`config.mk`:
```
export PLATFORM = sky130hd
export DESIGN_NAME = start_end_frame_receiver_sum_check_top
export DESIGN_NICKNAME = d
export VERILOG_FILES = /design/src/rtl/sefr_pkg.sv /design/src/rtl/start_end_frame_receiver_sum_check_top.sv /design/src/rtl/sefr_core.sv
export SDC_FILE = /design/constraint.sdc
export NUM_CORES = 1
export LEC_CHECK = 0
export BUFFER_PORTS_ARGS = -buffer_cell sky130_fd_sc_hd__buf_2
export CAP_MARGIN = 30
export CORE_ASPECT_RATIO = 0.7
export CORE_MARGIN = 10
export CORE_UTILIZATION = 51
export CTS_CLUSTER_SIZE = 8
export DETAILED_ROUTE_END_ITERATION = 6
export PLACE_DENSITY_LB_ADDON = 0.12
export SETUP_SLACK_MARGIN = 0.4
export SLEW_MARGIN = 20
export SYNTH_ARGS = -nofsm -noshare
export SYNTH_HDL_FRONTEND = slang
export SYNTH_SLANG_ARGS = --single-unit
```
`constraint.sdc`:
```
create_clock -name i_clk -period 1.9 [get_ports i_clk]
set_input_delay 0.095 -clock i_clk [delete_from_list [all_inputs] [get_ports i_clk]]
set_output_delay 0.095 -clock i_clk [all_outputs]
set_load 0.1 [all_outputs]
```
`src/rtl/sefr_pkg.sv`:
```
// package for the start/end frame receiver with additive checksum
// holds item structs, status codes and register indexes; no dependencies
`timescale 1ns / 1ps
`default_nettype none

package sefr_pkg;

    localparam int FRAME_LEN_DEF = 64;
    localparam int BYTE_W        = 8;
    localparam int BPOS_W        = 6;
    localparam int CFG_IDX_W     = 1;

    typedef enum logic [2:0] {
        ST_RECV     = 3'd0,
        ST_GOOD     = 3'd1,
        ST_SUM_BAD  = 3'd2,
        ST_END_BAD  = 3'd3,
        ST_STRAY    = 3'd4,
        ST_LINK_ERR = 3'd5
    } t_status;

    typedef enum logic [CFG_IDX_W-1:0] {
        CFG_START_MARKER = 1'b0,
        CFG_END_MARKER   = 1'b1
    } t_cfg_idx;

    typedef struct packed {
        logic [BYTE_W-1:0] rx_byte;
        logic              link_error;
    } t_in_item;

    typedef struct packed {
        t_status           status;
        logic [BYTE_W-1:0] data_byte;
        logic [BPOS_W-1:0] byte_position;
        logic              byte_valid;
        logic              last_check_bad;
    } t_out_item;

endpackage

`default_nettype wire

```
`src/rtl/start_end_frame_receiver_sum_check_top.sv`:
```
// a result item is registered and appears in the cycle after its input item is accepted
// one item per cycle while output ready stays high, set by the single output register stage
// input ready follows output ready whenever a result is held
// reset (synchronous, active low) clears frame state, markers and sticky flag
// depends on sefr_pkg and sefr_core
`timescale 1ns / 1ps
`default_nettype none

module start_end_frame_receiver_sum_check_top
    import sefr_pkg::*;
#(
    parameter int FRAME_LEN = FRAME_LEN_DEF
) (
    input  wire logic                 i_clk,
    input  wire logic                 i_rst_n,
    input  wire logic                 i_in_valid,
    output logic                      o_in_ready,
    input  wire t_in_item             i_in,
    output logic                      o_out_valid,
    input  wire logic                 i_out_ready,
    output t_out_item                 o_out,
    input  wire logic                 i_cfg_valid,
    output logic                      o_cfg_ready,
    input  wire logic [CFG_IDX_W-1:0] i_cfg_index,
    input  wire logic [BYTE_W-1:0]    i_cfg_data
);

    logic [BYTE_W-1:0] r_start_marker;
    logic [BYTE_W-1:0] r_end_marker;
    logic              r_out_valid;
    t_out_item         r_out;
    t_out_item         w_res;
    logic              w_accept;

    assign o_cfg_ready = 1'b1;
    assign o_in_ready  = !r_out_valid || i_out_ready;
    assign w_accept    = i_in_valid && o_in_ready;
    assign o_out_valid = r_out_valid;
    assign o_out       = r_out;

    always_ff @(posedge i_clk) begin
        if (!i_rst_n) begin
            r_start_marker <= '0;
            r_end_marker   <= '0;
        end else if (i_cfg_valid) begin
            case (t_cfg_idx'(i_cfg_index))
                CFG_START_MARKER: r_start_marker <= i_cfg_data;
                CFG_END_MARKER:   r_end_marker   <= i_cfg_data;
                default: begin
                end
            endcase
        end
    end

    sefr_core #(
        .FRAME_LEN (FRAME_LEN)
    ) u_core (
        .i_clk          (i_clk),
        .i_rst_n        (i_rst_n),
        .i_accept       (w_accept),
        .i_item         (i_in),
        .i_start_marker (r_start_marker),
        .i_end_marker   (r_end_marker),
        .o_res          (w_res)
    );

    always_ff @(posedge i_clk) begin
        if (!i_rst_n) begin
            r_out_valid <= 1'b0;
        end else if (w_accept) begin
            r_out_valid <= 1'b1;
        end else if (i_out_ready) begin
            r_out_valid <= 1'b0;
        end
    end

    always_ff @(posedge i_clk) begin
        if (w_accept) begin
            r_out <= w_res;
        end
    end

endmodule

`default_nettype wire

```
`src/rtl/sefr_core.sv`:
```
// frame tracking state and per-item result logic
// depends on sefr_pkg
`timescale 1ns / 1ps
`default_nettype none

module sefr_core
    import sefr_pkg::*;
#(
    parameter int FRAME_LEN = FRAME_LEN_DEF
) (
    input  wire logic              i_clk,
    input  wire logic              i_rst_n,
    input  wire logic              i_accept,
    input  wire t_in_item          i_item,
    input  wire logic [BYTE_W-1:0] i_start_marker,
    input  wire logic [BYTE_W-1:0] i_end_marker,
    output t_out_item              o_res
);

    localparam int POS_W = $clog2(FRAME_LEN);
    localparam int EXT_W = (POS_W > BPOS_W) ? POS_W : BPOS_W;
    localparam logic [POS_W-1:0] LAST_POS = POS_W'(FRAME_LEN - 1);
    localparam logic [POS_W-1:0] CHK_POS  = POS_W'(FRAME_LEN - 2);

    logic              r_in_frame, n_in_frame;
    logic [POS_W-1:0]  r_pos, n_pos;
    logic [BYTE_W-1:0] r_sum, n_sum;
    logic              r_matched, n_matched;
    logic              r_check_bad, n_check_bad;
    logic [EXT_W-1:0]  w_pos_ext;
    logic              w_last;

    assign w_pos_ext = EXT_W'(r_pos);
    assign w_last    = (r_pos == LAST_POS);

    always_comb begin
        n_in_frame  = r_in_frame;
        n_pos       = r_pos;
        n_sum       = r_sum;
        n_matched   = r_matched;
        n_check_bad = r_check_bad;
        o_res       = '0;
        o_res.status = ST_RECV;
        if (i_item.link_error) begin
            n_in_frame   = 1'b0;
            n_pos        = '0;
            n_sum        = '0;
            n_matched    = 1'b0;
            o_res.status = ST_LINK_ERR;
        end else if (!r_in_frame) begin
            if (i_item.rx_byte != i_start_marker) begin
                n_pos        = '0;
                o_res.status = ST_STRAY;
            end else begin
                n_in_frame       = 1'b1;
                n_pos            = POS_W'(1);
                n_sum            = '0;
                n_matched        = 1'b0;
                o_res.data_byte  = i_item.rx_byte;
                o_res.byte_valid = 1'b1;
            end
        end else begin
            o_res.data_byte     = i_item.rx_byte;
            o_res.byte_valid    = 1'b1;
            o_res.byte_position = w_pos_ext[BPOS_W-1:0];
            if (w_last) begin
                if (i_item.rx_byte != i_end_marker) begin
                    o_res.status = ST_END_BAD;
                end else if (r_matched) begin
                    o_res.status = ST_GOOD;
                    n_check_bad  = 1'b0;
                end else begin
                    o_res.status = ST_SUM_BAD;
                    n_check_bad  = 1'b1;
                end
                n_in_frame = 1'b0;
                n_pos      = '0;
                n_sum      = '0;
                n_matched  = 1'b0;
            end else begin
                if (r_pos == CHK_POS) begin
                    n_matched = (i_item.rx_byte == r_sum);
                end else begin
                    n_sum = r_sum + i_item.rx_byte;
                end
                n_pos = r_pos + 1'b1;
            end
        end
        o_res.last_check_bad = n_check_bad;
    end

    always_ff @(posedge i_clk) begin
        if (!i_rst_n) begin
            r_in_frame  <= 1'b0;
            r_pos       <= '0;
            r_sum       <= '0;
            r_matched   <= 1'b0;
            r_check_bad <= 1'b0;
        end else if (i_accept) begin
            r_in_frame  <= n_in_frame;
            r_pos       <= n_pos;
            r_sum       <= n_sum;
            r_matched   <= n_matched;
            r_check_bad <= n_check_bad;
        end
    end

    a_idle_pos_zero: assert property (@(posedge i_clk) disable iff (!i_rst_n)
        !r_in_frame |-> (r_pos == '0))
        else $error("position nonzero while idle");

    a_pos_range: assert property (@(posedge i_clk) disable iff (!i_rst_n)
        r_pos <= LAST_POS)
        else $error("position past frame end");

    a_link_abort: assert property (@(posedge i_clk) disable iff (!i_rst_n)
        (i_accept && i_item.link_error) |=> (!r_in_frame && (r_sum == '0)))
        else $error("link error did not abort frame");

    a_last_closes: assert property (@(posedge i_clk) disable iff (!i_rst_n)
        (i_accept && r_in_frame && w_last) |=> !r_in_frame)
        else $error("frame stayed open after last item");

    a_flag_on_judge: assert property (@(posedge i_clk) disable iff (!i_rst_n)
        !$stable(r_check_bad) |-> $past(i_accept && r_in_frame && w_last))
        else $error("sticky flag changed outside frame end");

endmodule

`default_nettype wire

```
==> impl_metrics.csv, run 1 <==
group,metric,value,unit
run_status,status,"completed",
sta,rsz0062_at_grt,"yes",
sta,final_max_slew_viol_count,0,
global_routing,grt_pass1_vias,2120,
synthesis,syn_inst,276,
synthesis,synth_top_area_share,24.77,%
placement,preCtsSetupSlack,27.47,ps
job,drv_cap,0,
hold_path,min_path_cells,3,
sta,hold_viol_final,0,
synthesis,yosysTopAreaCell,"dfxtp_1",
critical_path,crit_type,"reg -> reg",
clock_tree,clockBufferDepth,2,
synthesis,synth_seq_cells,53,
sta,max_freq,535.1,MHz
critical_path,timing.rr.end,"u_core.r_sum[4]",
placement,dp.cells,393,
detailed_routing,firstDrtPassIters,4,
critical_path,startpoint_type,"flip-flop",
synthesis,yosysSeqAreaShare,45.54,%
floorplanning,start_util,52.54,%
critical_path,cp_data_required_time,2150,ps
clock_tree,holdBufCountCts,0,
critical_path,end_kind,"flip-flop",
floorplanning,die_h,81.41,um
floorplanning,die_area,0.008770,mm2
floorplanning,pin_count,45,
critical_path,worst-r2r-cell-count,9,
sta,setup_viol,0,
detailed_routing,vias,2257,
clock_tree,tritoncts,"built",
layout,syn_to_final_growth,29.51,%
detailed_routing,drc,0,
hold_path,min_path_type,"in -> reg",
layout,nets,370,
global_routing,grt-ovfl-total,0,
synthesis,ys_async_sr_fraction,0,%
critical_path,critPathSlowestCell,"fa_2",
global_routing,antenna_found_initial,0,
floorplanning,rows,22,
synthesis,synth-edff-count,19,
placement,placed_area,0.003202,mm2
synthesis,netlist_area,0.002748,mm2
critical_path,path_cells,"ha_4 > fa_2 > a21o_1 > a21oi_2 > buf_4 > buf_6 > xnor2_2 > nand3_1 > a21boi_1",
critical_path,arrival,2110,ps
detailed_routing,wl,7.151,mm
synthesis,synthTopCellsByCount,"dfxtp_1, nand2_1, nand3_1",
critical_path,max_stage_delay,360,ps
detailed_routing,wl_per_cell,17.44,um
clock_tree,numCtsBuffers,5,
sta,period_needed,1869,ps
power,leakage,1.360,nW
clock_tree,cts_sinks,53,
power,power.density,658.9,mW/mm2
critical_path,r2r-start,"u_core.r_sum[0]",
synthesis,yosysWarnings,0,
global_routing,grt_pass1_wl,11.27,mm
floorplanning,fp.coreArea,0.005230,mm2
global_routing,grt_max_degree,34,
clock_tree,htreeDepth,2,
clock_tree,clk_pin_slew,110,ps
synthesis,yosys-top-cells-area,"dfxtp_1, edfxtp_1, ha_1",
layout,drive_above_1_share,38.46,%
placement,portBuffers,43,
clock_tree,ctsRootBufferMaster,"clkbuf_8",
synthesis,synthFlopType,"dfxtp_1",
layout,utilization,68.04,%
sta,fin_skew,10.78,ps
hold_path,whs_endpoint,"r_end_marker[2]",
sta,fin_ws,31.06,ps
sta,whs,52.18,ps
layout,diodes,0,
detailed_routing,via_per_inst,5.505,
synthesis,synth.most_common_cell,"dfxtp_1",
layout,fin_cells,410,
synthesis,netlist-cell-type-count,45,
floorplanning,die_x,107.7,um
global_routing,grt_usage,16.17,%
placement,hpwl,4.965,mm
clock_tree,clk_latency,310,ps
sta,period_share,98.37,%
placement,place_congestion,0.7912,
detailed_routing,drtIter0Drc,242,
synthesis,avgSynthCellArea,9.955,um2
synthesis,synth_nets,309,
critical_path,r2r_setup_slack,30,ps
power,ir_worst_vdd,0.6041,mV
hold_path,min_from,"i_cfg_data[2]",
detailed_routing,ant_nets,0,
critical_path,cp_max_fo,2,
layout,final_cell_area,0.003558,mm2
-- flip-flops by register name (all words and copies together) (netlist names) --
name	cells
o_out	19
o_out_valid	1
r_end_marker	8
r_start_marker	8
u_core.r_check_bad	1
u_core.r_in_frame	1
u_core.r_matched	1
u_core.r_pos	6
u_core.r_sum	8
-- layout by cell type, fill, tap and decap left out, types with 3 or more instances in the layout --
cell type / synthesis / routed
nor3_1: 4 / 4
clkbuf_8: 0 / 5
a21oi_2: 0 / 4
o21ai_0: 14 / 10
dfxtp_2: 0 / 14
nand3_2: 0 / 5
edfxtp_1: 19 / 19
nand2_1: 24 / 22
a21boi_1: 8 / 8
xnor2_1: 10 / 9
a21oi_1: 11 / 7
xor2_1: 11 / 7
ha_4: 0 / 7
nor2b_1: 13 / 12
mux2i_1: 11 / 11
buf_4: 1 / 18
nor2_4: 0 / 3
o21ai_1: 2 / 4
inv_1: 7 / 7
and3_1: 3 / 3
nor2_1: 6 / 3
buf_6: 2 / 3
nor4_1: 5 / 5
dfxtp_1: 34 / 18
xor2_2: 1 / 5
nand3_1: 21 / 16
a21boi_0: 9 / 9
and2_1: 15 / 15
buf_2: 2 / 43
-- worst max path at each step --
stage / start / cells after the start / endpoint
floorplan: u_core.r_sum[0] / 8 / u_core.r_sum[6]
global placement: u_core.r_sum[0] / 8 / u_core.r_sum[6]
detailed placement: r_start_marker[3] / 7 / u_core.r_sum[7]
CTS: u_core.r_sum[0] / 8 / u_core.r_sum[6]
global route: u_core.r_sum[0] / 9 / u_core.r_sum[4]
finish: u_core.r_sum[0] / 9 / u_core.r_sum[4]
-- cell type report --
type / count / area [um2]
Multi-Input combinational cell: 205 / 1677
Fill cell: 416 / 1672
Sequential cell: 53 / 1276
Timing Repair Buffer: 64 / 384.1
Tap cell: 72 / 90.09
Clock buffer: 5 / 68.82
Inverter: 8 / 37.54
Clock inverter: 3 / 25.02
-- critical path: cells and delay by family (launching register included) --
family | cells | cell delay, ps
DFF | 1 | 350
and+or+nand+nor | 1 | 90
buffers and inverters | 2 | 230
AOI/OAI and AO/OA | 3 | 500
adders and majority gates | 2 | 520
xor gates and xnor gates | 1 | 100
-- kinds of logic after synthesis --
kind of cell | Yosys count | synth area share [%]
AO/OA/AOI/OAI | 56 | 13.75
XOR/XNOR | 22 | 7.286
adder cells (fa/ha/maj) | 10 | 4.827
buffers and inverters | 19 | 3.370
flip-flops | 53 | 45.54
multiplexers | 11 | 4.007
other | 1 | 0.1365
AND/OR/NAND/NOR | 104 | 21.08
-- per-layer routing --
layer,GRT usage [%],share of wire (%)
met5,0,0
met4,2.926,0.56
met3,5.629,8.0
met2,23.16,42
met1,23.13,49
-- where the power goes --
part	internal [W]	leakage, nW	switching (W)
clock	0.000267	0.0447	0.000410
sequential	0.00121	0.472	0.0000181
combinational	0.000123	0.843	0.000319
-- what timing repair did --
| action | in CTS | in global routing |
|---|---|---|
| gates resized for setup | 21 | 21 |
| setup buffers | 6 | 2 |
| setup endpoints to repair | 24 | 24 |
| gates cloned | 1 | 0 |
| pin swaps | 11 | 12 |
-- metrics by stage --
| step | setup TNS, ps | power (W) |
|---|---|---|
| 6_report | 0 | 0.002345 |
| 5_1_grt | -79.38 | 0.002434 |
| 4_1_cts | 0 | 0.002347 |
| 3_5_place_dp | 0 | 0.001662 |
| 3_3_place_gp | 0 | 0.001660 |
| 2_1_floorplan | 0 | 0.001558 |
Power figures use the tool's default switching activity.
==> inputs of run 2 (changes only) <==
--- a/config.mk
+++ b/config.mk
@@ -5,11 +5,13 @@
 export SDC_FILE = /design/constraint.sdc
 export NUM_CORES = 1
 export LEC_CHECK = 0
+export ABC_CLOCK_PERIOD_IN_PS = 1900
 export BUFFER_PORTS_ARGS = -buffer_cell sky130_fd_sc_hd__buf_2
 export CAP_MARGIN = 30
 export CORE_ASPECT_RATIO = 0.7
 export CORE_MARGIN = 10
 export CORE_UTILIZATION = 51
+export CTS_BUF_LIST = sky130_fd_sc_hd__clkbuf_16
 export CTS_CLUSTER_SIZE = 8
 export DETAILED_ROUTE_END_ITERATION = 6
 export PLACE_DENSITY_LB_ADDON = 0.12
==> impl_metrics.csv, run 2 (synthesized netlist as in run 1, its figures left out) <==
group,metric,value,unit
sta,rsz0062_at_grt,"yes",
critical_path,cp_common_cell,"a21oi_2",
detailed_routing,wl_per_cell,18.10,um
power,internal_power,0.001834,W
detailed_routing,wl_met2,3.188,mm
floorplanning,rows,22,
layout,layout_common_cells,"buf_2, nand2_1, buf_4",
power,power.share.sequential,46.6,%
floorplanning,die_x,107.7,um
floorplanning,die_h,81.41,um
critical_path,cp_top_family,"compound AO/OA/AOI/OAI gates",
placement,dp.cells,393,
critical_path,arrival,2020,ps
critical_path,max_stage_delay,370,ps
detailed_routing,drtIter0Drc,222,
layout,nets,373,
detailed_routing,vias,2276,
power,p_comb_share,17.3,%
detailed_routing,wl_met1,3.565,mm
job,drv_cap,0,
critical_path,crit_type,"reg -> reg",
detailed_routing,wl_met3,646,um
power,pwr-share-clk,36.1,%
critical_path,cp_data_required_time,2090,ps
global_routing,antenna_found_initial,0,
clock_tree,htreeDepth,2,
layout,largest_register_ffs,19,
placement,portBuffers,43,
floorplanning,die_area,0.008770,mm2
sta,whs,70.07,ps
critical_path,path_cells,"ha_4 > fa_2 > a21o_1 > a21oi_2 > o21ai_2 > a21oi_2 > mux2i_1 > o21ai_1",
layout,fin_cells,413,
floorplanning,start_util,52.54,%
floorplanning,fp.coreArea,0.005230,mm2
critical_path,r2r-start,"u_core.r_sum[0]",
floorplanning,pin_count,45,
critical_path,crit_start,"u_core.r_sum[0]",
global_routing,grt_max_degree,34,
clock_tree,tritoncts,"built",
global_routing,grt_pass1_wl,11.44,mm
critical_path,startpoint_type,"flip-flop",
global_routing,grt_pass1_vias,2184,
power,ir_worst_vdd,0.5524,mV
clock_tree,clockBufferDepth,2,
hold_path,min_from,"i_rst_n",
sta,setup_viol,0,
power,swShare,30.28,%
sta,period_share,96.47,%
placement,preCtsSetupSlack,27.47,ps
sta,final_max_slew_viol_count,0,
layout,diodes,0,
clock_tree,numCtsBuffers,5,
critical_path,critPathSlowestCell,"fa_2",
global_routing,grt-ovfl-total,0,
sta,period_needed,1833,ps
sta,fin_ws,66.98,ps
critical_path,end_kind,"flip-flop",
critical_path,cp_max_fo,2,
clock_tree,cts_sinks,53,
detailed_routing,wl,7.475,mm
detailed_routing,route.top_layer_used,"met4",
layout,fillers,401,
layout,syn_to_final_growth,34.52,%
detailed_routing,ant_nets,0,
detailed_routing,via_per_inst,5.511,
sta,max_freq,545.5,MHz
power,leakage,1.406,nW
clock_tree,ctsRootBufferMaster,"clkbuf_16",
detailed_routing,firstDrtPassIters,5,
global_routing,grt_usage,16.61,%
layout,final_common_cell,"buf_2",
sta,fin_skew,9.821,ps
power,power.density,711.5,mW/mm2
clock_tree,holdBufCountCts,0,
detailed_routing,drc,0,
placement,hpwl,4.965,mm
placement,place_congestion,0.7912,
run_status,status,"completed",
clock_tree,clk_latency,300,ps
hold_path,min_path_type,"in -> reg",
sta,hold_viol_final,0,
power,p_sw,0.0007962,W
layout,drive_above_1_share,41.94,%
layout,utilization,70.67,%
clock_tree,clk_pin_slew,70,ps
critical_path,crit_buf_inv,0,
==> run 2: cell types whose count changed in the layout (fill, tap and decap cells not counted), moves of 3 or more <==
cell	previous run	this run
buf_4	18	21
clkbuf_16	0	5
clkbuf_8	5	0
dfxtp_1	18	15
dfxtp_2	14	17
nand3_1	16	12
nand3_2	5	8
==> run 2: power groups by stage <==
stage,registers (W),logic [W],clock network [W]
final,0.00123,0.000454,0.000951
after global routing,0.00123,0.000477,0.00101
after CTS,0.00123,0.000435,0.000950
after detailed placement,0.00125,0.000410,0
after global placement,0.00125,0.000410,0
after floorplan,0.00139,0.000168,0
==> run 2: layer usage <==
metal / global-route usage, % / up-vias
met1: 22.70 / 1082
li1: - / 1100
met3: 6.880 / 10
met4: 4.388 / 0
met2: 23.70 / 84
met5: 0 / -
==> run 2: what timing repair did <==
item	4_1_cts	5_1_grt
cloned	1	1
pin swaps	20	19
buffers inserted	6	4
gates resized for setup	30	26
setup endpoints to repair	24	24
==> run 2: worst paths after layout <==
path	end	slack (ps)	cells past startpoint
max	u_core.r_sum[6]	70	8
min	u_core.r_sum[6]	70	3
max reg2reg	u_core.r_sum[6]	70	8
min reg2reg	u_core.r_sum[6]	470	2
==> run 2: worst min-delay path: cells and delay by family <==
family          cells  cell delay (ps)
buf+inv             1              120
simple gates        1               60
compound gates      1               50
==> run 2: layout make-up <==
class	count	area [um2]	share of cell area, %
Sequential cell	53	1280	34.63
Clock buffer	5	125.1	3.385
Clock inverter	3	25.02	0.6770
Tap cell	72	90.09	2.437
Multi-Input combinational cell	205	1732	46.85
Inverter	8	37.54	1.016
Timing Repair Buffer	67	406.6	11.00
==> run 2: per-stage QoR <==
step | TNS [ps] | power (W) | area, um2
after floorplan | 0 | 0.001558 | 2861
after global placement | 0 | 0.001660 | 3202
after detailed placement | 0 | 0.001662 | 3202
after CTS | 0 | 0.002611 | 3565
after global routing | -21.56 | 0.002713 | 3696
final | 0 | 0.002630 | 3696
